===== src/rtl/core/mhs_pkg.sv =====
// ============================================================================
// mhs_pkg
// Shared constants and controller/datapath interface types for the
// min-heap descending sorter.
// ============================================================================
`default_nettype none

package mhs_pkg;

    localparam int MAX_KEYS    = 64;
    localparam int KEY_W       = 32;
    localparam int STEP_W      = 10;
    localparam int ADDR_W      = $clog2(MAX_KEYS);
    localparam int CNT_W       = $clog2(MAX_KEYS + 1);
    localparam int IN_TDATA_W  = ((KEY_W + 7) / 8) * 8;
    localparam int OUT_TDATA_W = ((KEY_W + STEP_W + 7) / 8) * 8;
    localparam logic [STEP_W-1:0] STEP_MAX = {STEP_W{1'b1}};

    typedef struct packed {
        logic load;
        logic build_rd;
        logic build_ld;
        logic sift_rd;
        logic sift_cmp;
        logic swap_rd;
        logic swap_ld;
        logic next_build;
        logic start_sort;
        logic next_sort;
        logic emit_rd;
        logic emit_beat;
    } mhs_cmd_t;

    typedef struct packed {
        logic start;
        logic multi;
        logic swap;
        logic k_zero;
        logic i_one;
        logic emit_last;
    } mhs_stat_t;

endpackage

`default_nettype wire


===== src/rtl/core/mhs_ram.sv =====
// ============================================================================
// mhs_ram
// Generic RAM: one write port, two read ports with enable and registered data.
// ============================================================================
`default_nettype none

module mhs_ram #(
    parameter int WIDTH = 32,
    parameter int DEPTH = 64
) (
    input  wire logic                     clk,
    input  wire logic                     we,
    input  wire logic [$clog2(DEPTH)-1:0] waddr,
    input  wire logic [WIDTH-1:0]         wdata,
    input  wire logic                     re_a,
    input  wire logic [$clog2(DEPTH)-1:0] raddr_a,
    output logic      [WIDTH-1:0]         rdata_a,
    input  wire logic                     re_b,
    input  wire logic [$clog2(DEPTH)-1:0] raddr_b,
    output logic      [WIDTH-1:0]         rdata_b
);

    logic [WIDTH-1:0] mem [DEPTH];

    always_ff @(posedge clk)
    begin
        if (we)
        begin
            mem[waddr] <= wdata;
        end
        if (re_a)
        begin
            rdata_a <= mem[raddr_a];
        end
        if (re_b)
        begin
            rdata_b <= mem[raddr_b];
        end
    end

endmodule

`default_nettype wire


===== src/rtl/core/mhs_dp.sv =====
// ============================================================================
// mhs_dp
// Datapath: key store, sift-down compare/swap, loop indexes and step count.
// ============================================================================
`default_nettype none

module mhs_dp
    import mhs_pkg::*;
(
    input  wire logic            clk,
    input  wire logic            rst_n,
    input  wire mhs_cmd_t        cmd,
    output mhs_stat_t            stat,
    input  wire logic            in_valid,
    input  wire logic [KEY_W-1:0] in_key,
    input  wire logic            in_last,
    output logic [KEY_W-1:0]     out_key,
    output logic [STEP_W-1:0]    out_steps
);

    logic [CNT_W-1:0]  count_reg,   count_next;
    logic [ADDR_W-1:0] k_reg,       k_next;
    logic [ADDR_W-1:0] i_reg,       i_next;
    logic [ADDR_W-1:0] j_reg,       j_next;
    logic [ADDR_W-1:0] node_reg,    node_next;
    logic [CNT_W-1:0]  size_reg,    size_next;
    logic [KEY_W-1:0]  carry_reg,   carry_next;
    logic [STEP_W-1:0] steps_reg,   steps_next;

    logic              full;
    logic              store;
    logic [CNT_W-1:0]  n_in;
    logic [ADDR_W:0]   left;
    logic [ADDR_W+1:0] right;
    logic              left_ok;
    logic              right_ok;
    logic              pick_left;
    logic              pick_right;
    logic [KEY_W-1:0]  best;
    logic [KEY_W-1:0]  child;
    logic [ADDR_W-1:0] pick_idx;
    logic              swap;
    logic              emit_last;

    logic              we;
    logic [ADDR_W-1:0] waddr;
    logic [KEY_W-1:0]  wdata;
    logic              re_a;
    logic              re_b;
    logic [ADDR_W-1:0] raddr_a;
    logic [ADDR_W-1:0] raddr_b;
    logic [KEY_W-1:0]  qa;
    logic [KEY_W-1:0]  qb;

    assign full  = (count_reg == CNT_W'(MAX_KEYS));
    assign store = cmd.load && in_valid && !full;
    assign n_in  = full ? count_reg : count_reg + CNT_W'(1);

    // child indexes 2i+1 and 2i+2
    assign left     = {node_reg, 1'b1};
    assign right    = {1'b0, node_reg, 1'b0} + (ADDR_W+2)'(2);
    assign left_ok  = ({1'b0, left} < (ADDR_W+2)'(size_reg));
    assign right_ok = (right < (ADDR_W+2)'(size_reg));

    assign pick_left  = left_ok && ($signed(qa) < $signed(carry_reg));
    assign best       = pick_left ? qa : carry_reg;
    assign pick_right = right_ok && ($signed(qb) < $signed(best));
    assign swap       = pick_left || pick_right;
    assign child      = pick_right ? qb : qa;
    assign pick_idx   = pick_right ? right[ADDR_W-1:0] : left[ADDR_W-1:0];

    assign emit_last = ((CNT_W'(j_reg) + CNT_W'(1)) == count_reg);

    assign stat.start     = cmd.load && in_valid && in_last;
    assign stat.multi     = (n_in > CNT_W'(1));
    assign stat.swap      = swap;
    assign stat.k_zero    = (k_reg == '0);
    assign stat.i_one     = (i_reg == ADDR_W'(1));
    assign stat.emit_last = emit_last;

    always_comb
    begin
        we    = store || cmd.sift_cmp || cmd.swap_ld;
        waddr = node_reg;
        wdata = swap ? child : carry_reg;
        if (cmd.load)
        begin
            waddr = count_reg[ADDR_W-1:0];
            wdata = in_key;
        end
        else if (cmd.swap_ld)
        begin
            waddr = i_reg;
            wdata = qa;
        end

        re_a    = cmd.build_rd || cmd.sift_rd || cmd.swap_rd || cmd.emit_rd;
        re_b    = cmd.sift_rd || cmd.swap_rd;
        raddr_a = j_reg;
        if (cmd.build_rd)
        begin
            raddr_a = k_reg;
        end
        else if (cmd.sift_rd)
        begin
            raddr_a = left[ADDR_W-1:0];
        end
        else if (cmd.swap_rd)
        begin
            raddr_a = '0;
        end
        raddr_b = cmd.sift_rd ? right[ADDR_W-1:0] : i_reg;
    end

    always_comb
    begin
        count_next = count_reg;
        k_next     = k_reg;
        i_next     = i_reg;
        j_next     = j_reg;
        node_next  = node_reg;
        size_next  = size_reg;
        carry_next = carry_reg;
        steps_next = steps_reg;

        if (store)
        begin
            count_next = count_reg + CNT_W'(1);
        end
        if (stat.start)
        begin
            k_next     = ADDR_W'(n_in >> 1) - ADDR_W'(1);
            steps_next = '0;
        end
        if (cmd.next_build)
        begin
            k_next = k_reg - ADDR_W'(1);
        end
        if (cmd.start_sort)
        begin
            i_next = ADDR_W'(count_reg - CNT_W'(1));
        end
        if (cmd.next_sort)
        begin
            i_next = i_reg - ADDR_W'(1);
        end
        if (cmd.build_ld)
        begin
            carry_next = qa;
            node_next  = k_reg;
            size_next  = count_reg;
        end
        if (cmd.swap_ld)
        begin
            carry_next = qb;
            node_next  = '0;
            size_next  = CNT_W'(i_reg);
        end
        if (cmd.sift_rd && (steps_reg != STEP_MAX))
        begin
            steps_next = steps_reg + STEP_W'(1);
        end
        if (cmd.sift_cmp && swap)
        begin
            node_next = pick_idx;
        end
        if (cmd.emit_beat)
        begin
            if (emit_last)
            begin
                j_next     = '0;
                count_next = '0;
                steps_next = '0;
            end
            else
            begin
                j_next = j_reg + ADDR_W'(1);
            end
        end
    end

    always_ff @(posedge clk or negedge rst_n)
    begin
        if (!rst_n)
        begin
            count_reg <= '0;
            k_reg     <= '0;
            i_reg     <= '0;
            j_reg     <= '0;
            node_reg  <= '0;
            size_reg  <= '0;
            steps_reg <= '0;
        end
        else
        begin
            count_reg <= count_next;
            k_reg     <= k_next;
            i_reg     <= i_next;
            j_reg     <= j_next;
            node_reg  <= node_next;
            size_reg  <= size_next;
            steps_reg <= steps_next;
        end
    end

    always_ff @(posedge clk)
    begin
        carry_reg <= carry_next;
    end

    mhs_ram #(
        .WIDTH (KEY_W),
        .DEPTH (MAX_KEYS)
    ) u_heap_ram (
        .clk     (clk),
        .we      (we),
        .waddr   (waddr),
        .wdata   (wdata),
        .re_a    (re_a),
        .raddr_a (raddr_a),
        .rdata_a (qa),
        .re_b    (re_b),
        .raddr_b (raddr_b),
        .rdata_b (qb)
    );

    assign out_key   = qa;
    assign out_steps = steps_reg;

    a_count_range: assert property (@(posedge clk) disable iff (!rst_n)
        count_reg <= CNT_W'(MAX_KEYS))
        else $error("key count above capacity");

    a_node_in_heap: assert property (@(posedge clk) disable iff (!rst_n)
        cmd.sift_rd |-> ({1'b0, node_reg} < (ADDR_W+1)'(size_reg)))
        else $error("sift node outside heap");

    a_swap_smaller: assert property (@(posedge clk) disable iff (!rst_n)
        (cmd.sift_cmp && swap) |-> ($signed(child) < $signed(carry_reg)))
        else $error("swap with child not strictly smaller");

    a_steps_grow: assert property (@(posedge clk) disable iff (!rst_n)
        cmd.sift_rd |=> (steps_reg >= $past(steps_reg)))
        else $error("step count went backward during sift");

endmodule

`default_nettype wire


===== src/rtl/core/mhs_ctrl.sv =====
// ============================================================================
// mhs_ctrl
// Controller: sequences load, heap build, root swaps, sift-down and output.
// ============================================================================
`default_nettype none

module mhs_ctrl
    import mhs_pkg::*;
(
    input  wire logic      clk,
    input  wire logic      rst_n,
    input  wire mhs_stat_t stat,
    input  wire logic      out_ready,
    output mhs_cmd_t       cmd,
    output logic           in_ready,
    output logic           out_valid
);

    typedef enum logic [8:0] {
        ST_IDLE      = 9'b000000001,
        ST_BUILD_RD  = 9'b000000010,
        ST_BUILD_LD  = 9'b000000100,
        ST_SIFT_RD   = 9'b000001000,
        ST_SIFT_CMP  = 9'b000010000,
        ST_SWAP_RD   = 9'b000100000,
        ST_SWAP_LD   = 9'b001000000,
        ST_EMIT_RD   = 9'b010000000,
        ST_EMIT_WAIT = 9'b100000000
    } mhs_state_t;

    mhs_state_t state_reg, state_next;
    logic       sorting_reg, sorting_next;

    always_comb
    begin
        state_next   = state_reg;
        sorting_next = sorting_reg;
        cmd          = '0;

        unique case (state_reg)
            ST_IDLE:
            begin
                cmd.load = 1'b1;
                if (stat.start)
                begin
                    sorting_next = 1'b0;
                    state_next   = stat.multi ? ST_BUILD_RD : ST_EMIT_RD;
                end
            end
            ST_BUILD_RD:
            begin
                cmd.build_rd = 1'b1;
                state_next   = ST_BUILD_LD;
            end
            ST_BUILD_LD:
            begin
                cmd.build_ld = 1'b1;
                state_next   = ST_SIFT_RD;
            end
            ST_SIFT_RD:
            begin
                cmd.sift_rd = 1'b1;
                state_next  = ST_SIFT_CMP;
            end
            ST_SIFT_CMP:
            begin
                cmd.sift_cmp = 1'b1;
                if (stat.swap)
                begin
                    state_next = ST_SIFT_RD;
                end
                else if (!sorting_reg)
                begin
                    if (stat.k_zero)
                    begin
                        cmd.start_sort = 1'b1;
                        sorting_next   = 1'b1;
                        state_next     = ST_SWAP_RD;
                    end
                    else
                    begin
                        cmd.next_build = 1'b1;
                        state_next     = ST_BUILD_RD;
                    end
                end
                else if (stat.i_one)
                begin
                    state_next = ST_EMIT_RD;
                end
                else
                begin
                    cmd.next_sort = 1'b1;
                    state_next    = ST_SWAP_RD;
                end
            end
            ST_SWAP_RD:
            begin
                cmd.swap_rd = 1'b1;
                state_next  = ST_SWAP_LD;
            end
            ST_SWAP_LD:
            begin
                cmd.swap_ld = 1'b1;
                state_next  = ST_SIFT_RD;
            end
            ST_EMIT_RD:
            begin
                cmd.emit_rd = 1'b1;
                state_next  = ST_EMIT_WAIT;
            end
            ST_EMIT_WAIT:
            begin
                if (out_ready)
                begin
                    cmd.emit_beat = 1'b1;
                    state_next    = stat.emit_last ? ST_IDLE : ST_EMIT_RD;
                end
            end
            default:
            begin
                state_next = ST_IDLE;
            end
        endcase
    end

    always_ff @(posedge clk or negedge rst_n)
    begin
        if (!rst_n)
        begin
            state_reg   <= ST_IDLE;
            sorting_reg <= 1'b0;
        end
        else
        begin
            state_reg   <= state_next;
            sorting_reg <= sorting_next;
        end
    end

    assign in_ready  = (state_reg == ST_IDLE);
    assign out_valid = (state_reg == ST_EMIT_WAIT);

endmodule

`default_nettype wire


===== src/rtl/core/min_heap_sort_descending.sv =====
// ============================================================================
// min_heap_sort_descending
// Collects signed keys, heap-sorts them with a min-heap and streams them out
// in descending order.
//
// Input stream: one key per beat, tlast on the final key of a set. Keys are
// taken one per cycle while the block is loading; a key beyond 64 stored keys
// is dropped, but its tlast still starts the sort.
// Sorting runs from a single 64-entry RAM with two read ports: each sift-down
// level reads both children, then compares and writes back; each heap-build
// node and each root swap adds a read step and a load step. No input beat is
// taken from the final key until the last result.
// Output stream: one beat per stored key, each with the key, the total
// sift-level count of the sort (saturating at 1023) and tlast on the final key.
// Each beat is a RAM read, then a hold; the data holds while tready is low.
// Reset clears the key count and returns the block to loading; RAM contents
// are not cleared.
// ============================================================================
`default_nettype none

module min_heap_sort_descending
    import mhs_pkg::*;
(
    input  wire logic                   clk,
    input  wire logic                   rst_n,
    input  wire logic                   s_axis_tvalid,
    output logic                        s_axis_tready,
    input  wire logic [IN_TDATA_W-1:0]  s_axis_tdata,   // key_value
    input  wire logic                   s_axis_tlast,   // last_key
    output logic                        m_axis_tvalid,
    input  wire logic                   m_axis_tready,
    output logic      [OUT_TDATA_W-1:0] m_axis_tdata,   // sorted_key, sift_steps
    output logic                        m_axis_tlast    // last_result
);

    mhs_cmd_t          cmd;
    mhs_stat_t         stat;
    logic [KEY_W-1:0]  out_key;
    logic [STEP_W-1:0] out_steps;

    mhs_ctrl u_ctrl (
        .clk       (clk),
        .rst_n     (rst_n),
        .stat      (stat),
        .out_ready (m_axis_tready),
        .cmd       (cmd),
        .in_ready  (s_axis_tready),
        .out_valid (m_axis_tvalid)
    );

    mhs_dp u_dp (
        .clk       (clk),
        .rst_n     (rst_n),
        .cmd       (cmd),
        .stat      (stat),
        .in_valid  (s_axis_tvalid),
        .in_key    (s_axis_tdata[KEY_W-1:0]),
        .in_last   (s_axis_tlast),
        .out_key   (out_key),
        .out_steps (out_steps)
    );

    assign m_axis_tdata = OUT_TDATA_W'({out_steps, out_key});
    assign m_axis_tlast = stat.emit_last;

endmodule

`default_nettype wire


===== config.mk =====
export PLATFORM = sky130hd
export DESIGN_NAME = min_heap_sort_descending
export DESIGN_NICKNAME = d
export VERILOG_FILES = /design/src/rtl/core/mhs_pkg.sv /design/src/rtl/core/mhs_ram.sv /design/src/rtl/core/mhs_dp.sv /design/src/rtl/core/mhs_ctrl.sv /design/src/rtl/core/min_heap_sort_descending.sv
export SDC_FILE = /design/constraint.sdc
export NUM_CORES = 2
export LEC_CHECK = 0
export BUFFER_PORTS_ARGS = -buffer_cell sky130_fd_sc_hd__buf_4
export CORE_AREA = 4 4 436 438
export CTS_BUF_LIST = sky130_fd_sc_hd__clkbuf_2 sky130_fd_sc_hd__clkbuf_4 sky130_fd_sc_hd__clkbuf_8
export DETAILED_ROUTE_END_ITERATION = 7
export DIE_AREA = 0 0 440 442
export GPL_ROUTABILITY_DRIVEN = 0
export PLACE_DENSITY = 0.77
export SYNTH_ARGS = -nofsm -noshare
export SYNTH_HDL_FRONTEND = slang
export SYNTH_SLANG_ARGS = --single-unit

===== constraint.sdc =====
create_clock -name clk -period 7.8 [get_ports clk]
set_clock_uncertainty 0.15 [all_clocks]
set_input_delay 1.56 -clock clk [delete_from_list [all_inputs] [get_ports clk]]
set_output_delay 1.56 -clock clk [all_outputs]
set_load 0.01 [all_outputs]

Word-level counts from Yosys, hierarchy flattened
Memory sizes are Yosys's and may differ from the RTL's. A register that Yosys moved wholly into a read port is not among the register bits.
Cells that the tools add are included.
- word-level logic and storage cells: 129
- input bits: 37
- memories: 1
- RAM bits: 2048
- latch bits: 0
- output and inout port bits: 51
- bits in registers: 90
- bits in read-only memories: 0
- magnitude comparators: 5
- multiplexer cells: 64
- reductions and logical operators: 24
- shift-type cells: 0
- equal/unequal tests: 16
- add/sub/neg operators: 9
- multipliers: 0
- bitwise operators: 0
- divide/modulo/power cells: 0
- memories (memory ; depth ; width ; rd ports ; clocked after Yosys merged registers in ; write ports ; line ; RTL):
    u_dp.u_heap_ram.mem ; 64 ; 32 ; 2 ; 2 ; 1 ; mhs_ram.sv:23 ; logic [WIDTH-1:0] mem [DEPTH];
- operators with widths (operator ; count):
    $mux W32 ; 7
    $mux W6 ; 16
    $pmux W9 S8 ; 1
    $lt A32 B32 Y1 ; 2
    $mux W7 ; 6
    $mux W10 ; 4
    $mux W8 ; 4
    $mux W9 ; 3
    $sub A6 B1 Y6 const B ; 4
    $mux W1 ; 19
    $add A10 B1 Y10 const B ; 1
    $ne A10 B10 Y1 const B ; 1
    $eq A9 B1 Y1 const B ; 1
    $eq A9 B2 Y1 const B ; 1
    $eq A9 B3 Y1 const B ; 1
    $eq A9 B4 Y1 const B ; 1
    $eq A9 B5 Y1 const B ; 1
    $eq A9 B6 Y1 const B ; 1
    $eq A9 B7 Y1 const B ; 1
    $eq A9 B8 Y1 const B ; 1
    $eq A9 B9 Y1 const B ; 1
    $add A7 B2 Y8 const B ; 1
    $lt A8 B7 Y1 ; 1
    $reduce_bool A2 Y1 ; 4
    21 further kinds ; 35

Longest topological paths before layout
- depth in word-level cells: 10
- depth in mapped cells: 28
- depth with buffers taken out: 26

By module
Synthesis repeated with hierarchy kept, for this count alone.
- cell total of the unflattened synthesis: 5383
- area, all modules: 104893.1 µm²
- modules (own cells, without submodules) (module ; area each (µm²) ; cells each ; times used ; sequential area each (µm²)):
    mhs_ram ; 96301.1 ; 4412 ; 1 ; 63420.8
    mhs_dp ; 7830.0 ; 889 ; 1 ; 2162.1
    mhs_ctrl ; 713.2 ; 75 ; 1 ; 251.5
    min_heap_sort_descending ; 48.8 ; 7 ; 1 ; 0.0

Least setup slack after synthesis
Ideal clock, no wire load.
- kind: reg-to-reg
- start point: register u_dp.u_heap_ram.rdata_a[31], read port of u_dp.u_heap_ram.mem
- end point: memory u_dp.u_heap_ram.mem[0][0], data pin
- period minus slack after synthesis: 8.357 ns
- required time: 6.911 ns
- arrival: 7.468 ns
- path buffers: 2
- cell stages (with the launch flop): 21
- library setup time: 0.739 ns
- path slack: -0.557 ns
- path through: edfxtp_1 -> ha_1 -> nand4_1 -> nor4_1 -> a22oi_1 -> o211ai_1 -> nor3_1 -> nor3_1 -> clkbuf_1 -> mux2i_1 -> ha_1 -> a21o_1 -> a21o_1 -> a21o_1 -> a211o_1 -> o2111ai_1 -> o311a_1 -> mux2i_1 -> nand2_1 -> clkbuf_1 -> a221oi_1
- cells in the longest elaborated chain, start to end: 9
- elaborated cells between the ends (all ways): 10
- classes of those cells: order compare (2); mux (5); reduce/logical (3)
- RTL lines (element ; line ; RTL):
    start: declaration ; mhs_ram.sv:17 ; output logic [WIDTH-1:0] rdata_a,
    $lt A32 B32 Y1 ; mhs_dp.sv:65 ; assign pick_left = left_ok && ($signed(qa) < $signed(carry_reg));
    $logic_and A1 B1 Y1 ; mhs_dp.sv:65 ;
    $mux W32 ; mhs_dp.sv:66 ; assign best = pick_left ? qa : carry_reg;
    $lt A32 B32 Y1 ; mhs_dp.sv:67 ; assign pick_right = right_ok && ($signed(qb) < $signed(best));
    $logic_and A1 B1 Y1 ; mhs_dp.sv:67 ;
    $mux W32 / $logic_or A1 B1 Y1 (equally long branches) ; mhs_dp.sv:69, mhs_dp.sv:68 ;
    $mux W32 (*) ; mhs_dp.sv:85 ; wdata = swap ? child : carry_reg;
    $mux W32 (*) ; mhs_dp.sv:91 ; else if (cmd.swap_ld)
    $mux W32 (*) ; mhs_dp.sv:86 ; if (cmd.load)
    net u_dp.u_heap_ram.wdata[0] ; mhs_ram.sv:14 ; input wire logic [WIDTH-1:0] wdata,
    end: declaration ; mhs_ram.sv:23 ;
Mark *: on every way through the listed nets, which the timed path passes. The rest lies on a longest branch.

Final worst setup path
- start point: register u_dp.u_heap_ram.rdata_a[31], read port of u_dp.u_heap_ram.mem
- end point: register u_dp.k_reg[4]
- cells in the longest elaborated chain, start to end: 9
- elaborated cells between the ends (all ways): 10
- classes of those cells: order compare (2); mux (4); reduce/logical (4)
- RTL lines (element ; line ; RTL):
    $lt A32 B32 Y1 ; mhs_dp.sv:65 ;
    $logic_and A1 B1 Y1 ; mhs_dp.sv:65 ;
    $mux W32 ; mhs_dp.sv:66 ;
    $lt A32 B32 Y1 ; mhs_dp.sv:67 ;
    $logic_and A1 B1 Y1 ; mhs_dp.sv:67 ;
    $logic_or A1 B1 Y1 (*) ; mhs_dp.sv:68 ; assign swap = pick_left || pick_right;
    $mux W3 (*) ; mhs_ctrl.sv:68 ; if (stat.swap)
    $mux W3 (*) ; mhs_ctrl.sv:40 ; unique case (state_reg)
    $mux W6 / $reduce_bool A2 Y1 (equally long branches) ; n/a ;
    end signal: assignment ; mhs_dp.sv:197 ; k_reg <= k_next;
    end: declaration ; mhs_dp.sv:22 ; logic [ADDR_W-1:0] k_reg, k_next;
Every way passes the cells marked *; elsewhere a longest branch is shown, timed or not.
A chain may end at the register's enable or synchronous reset.

==> results.yml <==
run_status:
  outcome: "finished with violations"
  violations: "DRC, capacitance limit"
setup_path:
  reg2reg_from: "u_dp.u_heap_ram.rdata_a[31]"
  reg2reg_depth: 25
  worstSetupEndpointType: "flop"
  path_max_fanout: 5
  ff2ff_setup_slack_ns: 0.64
  worstReg2RegEnd: "u_dp.k_reg[4]"
  critPathLaunchType: "flop"
  cp.arrival_ns: 7.93
  crit_path_top_delay_cell: "nor4_1"
  cp_slowest_stage_delay_ns: 0.65
  path_class: "flop to flop"
  critPathLaunch: "u_dp.u_heap_ram.rdata_a[31]"
  required_ns: 8.57
floorplan:
  die_h_um: 442
  dieArea_sq_mm: 0.194
  die_x_um: 440
  core_area_sq_mm: 0.187
  initial_core_util: 0.576
  row_count: 159
  io_pins: 88
grt:
  grt_max_degree: 155
  grt_pass1_wl_um: 521000
  grt_pass1_vias: 81129
  globalRoute.totalOverflow: 0
  antenna_found_initial: 11
  grt_usage: 0.363
synthesis:
  syn_area_per_cell_sq_um: 12.4
  synth_edf_count: 2144
  synth_top_area_frac: 0.599
  async_reset_ff_frac: 0.0263
  synth_top_area_cell: "edfxtp_1"
  ys_top_cells_by_area: "edfxtp_1, mux4_2, nand2_1"
  ys_dominant_reg_cell: "edfxtp_1"
  synthCells: 8697
  ys_seq_area_frac: 0.613
  yosysWarningCount: 0
  ys_ff_latch: 2202
  syn_area_sq_mm: 0.107
  synth_cell_types: 66
drt:
  drt-total-wl_um: 361000
  final_antenna_net_count: 0
  wire_per_inst_um: 31.4
  vias: 83118
  first_pass_iters: 8
  vias_per_cell: 7.24
  drt_iter0_drc: 14543
  drc_errors: 1
cts:
  clock-root-buffer: "clkbuf_8"
  clk_path_buf_depth: 4
  clock_latency_ns: 1.11
  numCtsBuffers: 354
  cts.sinks: 2202
  h-tree-depth: 5
  path_clk_slew_ns: 0.06
  postCtsHoldBufs: 0
  cts_tree: "done"
pwr:
  powerDensity_mw_per_mm2: 310
  peakVddDrop_v: 0.000387
  power_uw: 36900
  seqPwrFrac: 0.473
  switchingPower_uw: 12100
  leakage_uw: 0.0404
  netSwitchingFraction: 0.328
  combPwrFrac: 0.264
  p_int_uw: 24800
  clkPwrFrac: 0.263
sta:
  rsz0062_at_grt: "false"
  fin_tns_setup_ns: 0
  final_hold_viol_count: 0
  setup_slack_ns: 0.637
  fin_crit_ns: 7.16
  fin_crit_sh: 0.918
  worst_slew_margin_rel: 0.00163
  maxSlewViolCount: 0
  tightest_slew_ns: 1.49
  fmax_mhz: 140
  setup_viol: 0
run:
  maxCapViolations: 2
cells_and_area:
  final_common_cell: "nand2_1"
  num-fill-cells: 13278
  final_net_count: 8837
  largest_reg_flops: 2048
  drive_gt1_frac: 0.174
  regArea_sq_mm: 0.0658
  multi_input_area_sq_mm: 0.0395
  final_cell_mix: "nand2_1, edfxtp_1, nand3_1"
  instances_no_fill: 11478
  largest-register: "u_dp.u_heap_ram.mem"
  areaGrowthSynthToFinish_pct: 10.7
placed_design:
  dp_hpwl_um: 208000
  numPortBuffers: 81
  dp_cells: 10852
  place_ws_ns: 0.136
hold_path:
  hold_class: "input pin to async pin"
## synth_stat cells (39+ instances only)
| master | number |
|---|---|
| dfrtp_1 | 57 |
| a211oi_1 | 258 |
| and3_1 | 330 |
| a31oi_1 | 260 |
| nand2_1 | 2417 |
| clkbuf_1 | 595 |
| buf_4 | 48 |
| mux4_2 | 512 |
| nor2_1 | 236 |
| mux2i_1 | 47 |
| nand4_1 | 49 |
| o211ai_1 | 39 |
| edfxtp_1 | 2144 |
| nand3_1 | 676 |
| a21oi_1 | 195 |
| o21ai_0 | 64 |
| a311oi_1 | 198 |
| o22ai_1 | 39 |
| nand2b_1 | 43 |
| ha_1 | 83 |
| inv_1 | 90 |
## worst max-delay path by stage
stage | to | slack (ns) | cells after the start
after floorplan | u_dp.u_heap_ram.mem[0][31] | 0.19 | 21
after global placement | u_dp.k_reg[4] | 0.07 | 25
after detailed placement | u_dp.k_reg[4] | 0.14 | 25
after CTS | u_dp.k_reg[4] | 0.09 | 25
after global routing | u_dp.k_reg[4] | 0.22 | 25
final | u_dp.k_reg[4] | 0.64 | 25
## metrics by stage
step	instance area (sq um)	hold WS, ns	util
detailed placement	112000	0.368	0.602
CTS	119000	0.334	0.637
floorplan	107000	0.329	-
global placement	112000	0.368	0.602
global route	119000	0.421	0.637
finish	119000	0.373	0.637
## cell families after synthesis
group / count (synthesis) / synth area share
simple gates: 3823 / 0.153
flops: 2202 / 0.613
compound gates: 1172 / 0.0761
buf+inv: 784 / 0.0295
mux: 596 / 0.116
fa+ha+maj: 83 / 0.00967
xor+xnor: 36 / 0.00293
other cells: 1 / 0.0000349
## layout make-up
type / count / area share
antenna: 7 / 0.000147
clock buffer: 466 / 0.0484
clock inverter: 149 / 0.00744
inverter: 90 / 0.00284
multi-input combinational: 5716 / 0.332
sequential: 2202 / 0.553
tap: 2495 / 0.0262
timing repair buffer: 353 / 0.0292
## power groups by stage
stage	Clock (uW)	Combinational, uW	Sequential, uW
after global placement	0	9100	17600
after global routing	10300	10100	17400
final	9700	9740	17400
after floorplan	0	5080	17700
after CTS	9690	9390	17400
after detailed placement	0	9370	17600
## layer usage
layer  part of all wire  track usage  wire (um)  vias to the layer above
met5            0.00028     0.000248        100                        -
met4              0.074        0.232      26800                       12
met3               0.17        0.137      63000                     1784
met2               0.44        0.532     158000                     8282
met1               0.31        0.454     113000                    39915
li1                   -            -          -                    33125
## critical path, delay by kind of cell, from the launching register on
kind	cells	cell delay [ns]
compound gates	10	2.14
mux	2	0.63
simple gates	9	2.54
flops	1	0.45
fa+ha+maj	3	0.90
buf+inv	1	0.20
## what timing repair did
item	CTS	global route
buffers inserted	0	4
resized for setup	0	1
endpoints found under the setup margin	0	1154
hold endpoints to repair	0	0
(Power assumes the default switching activity.)
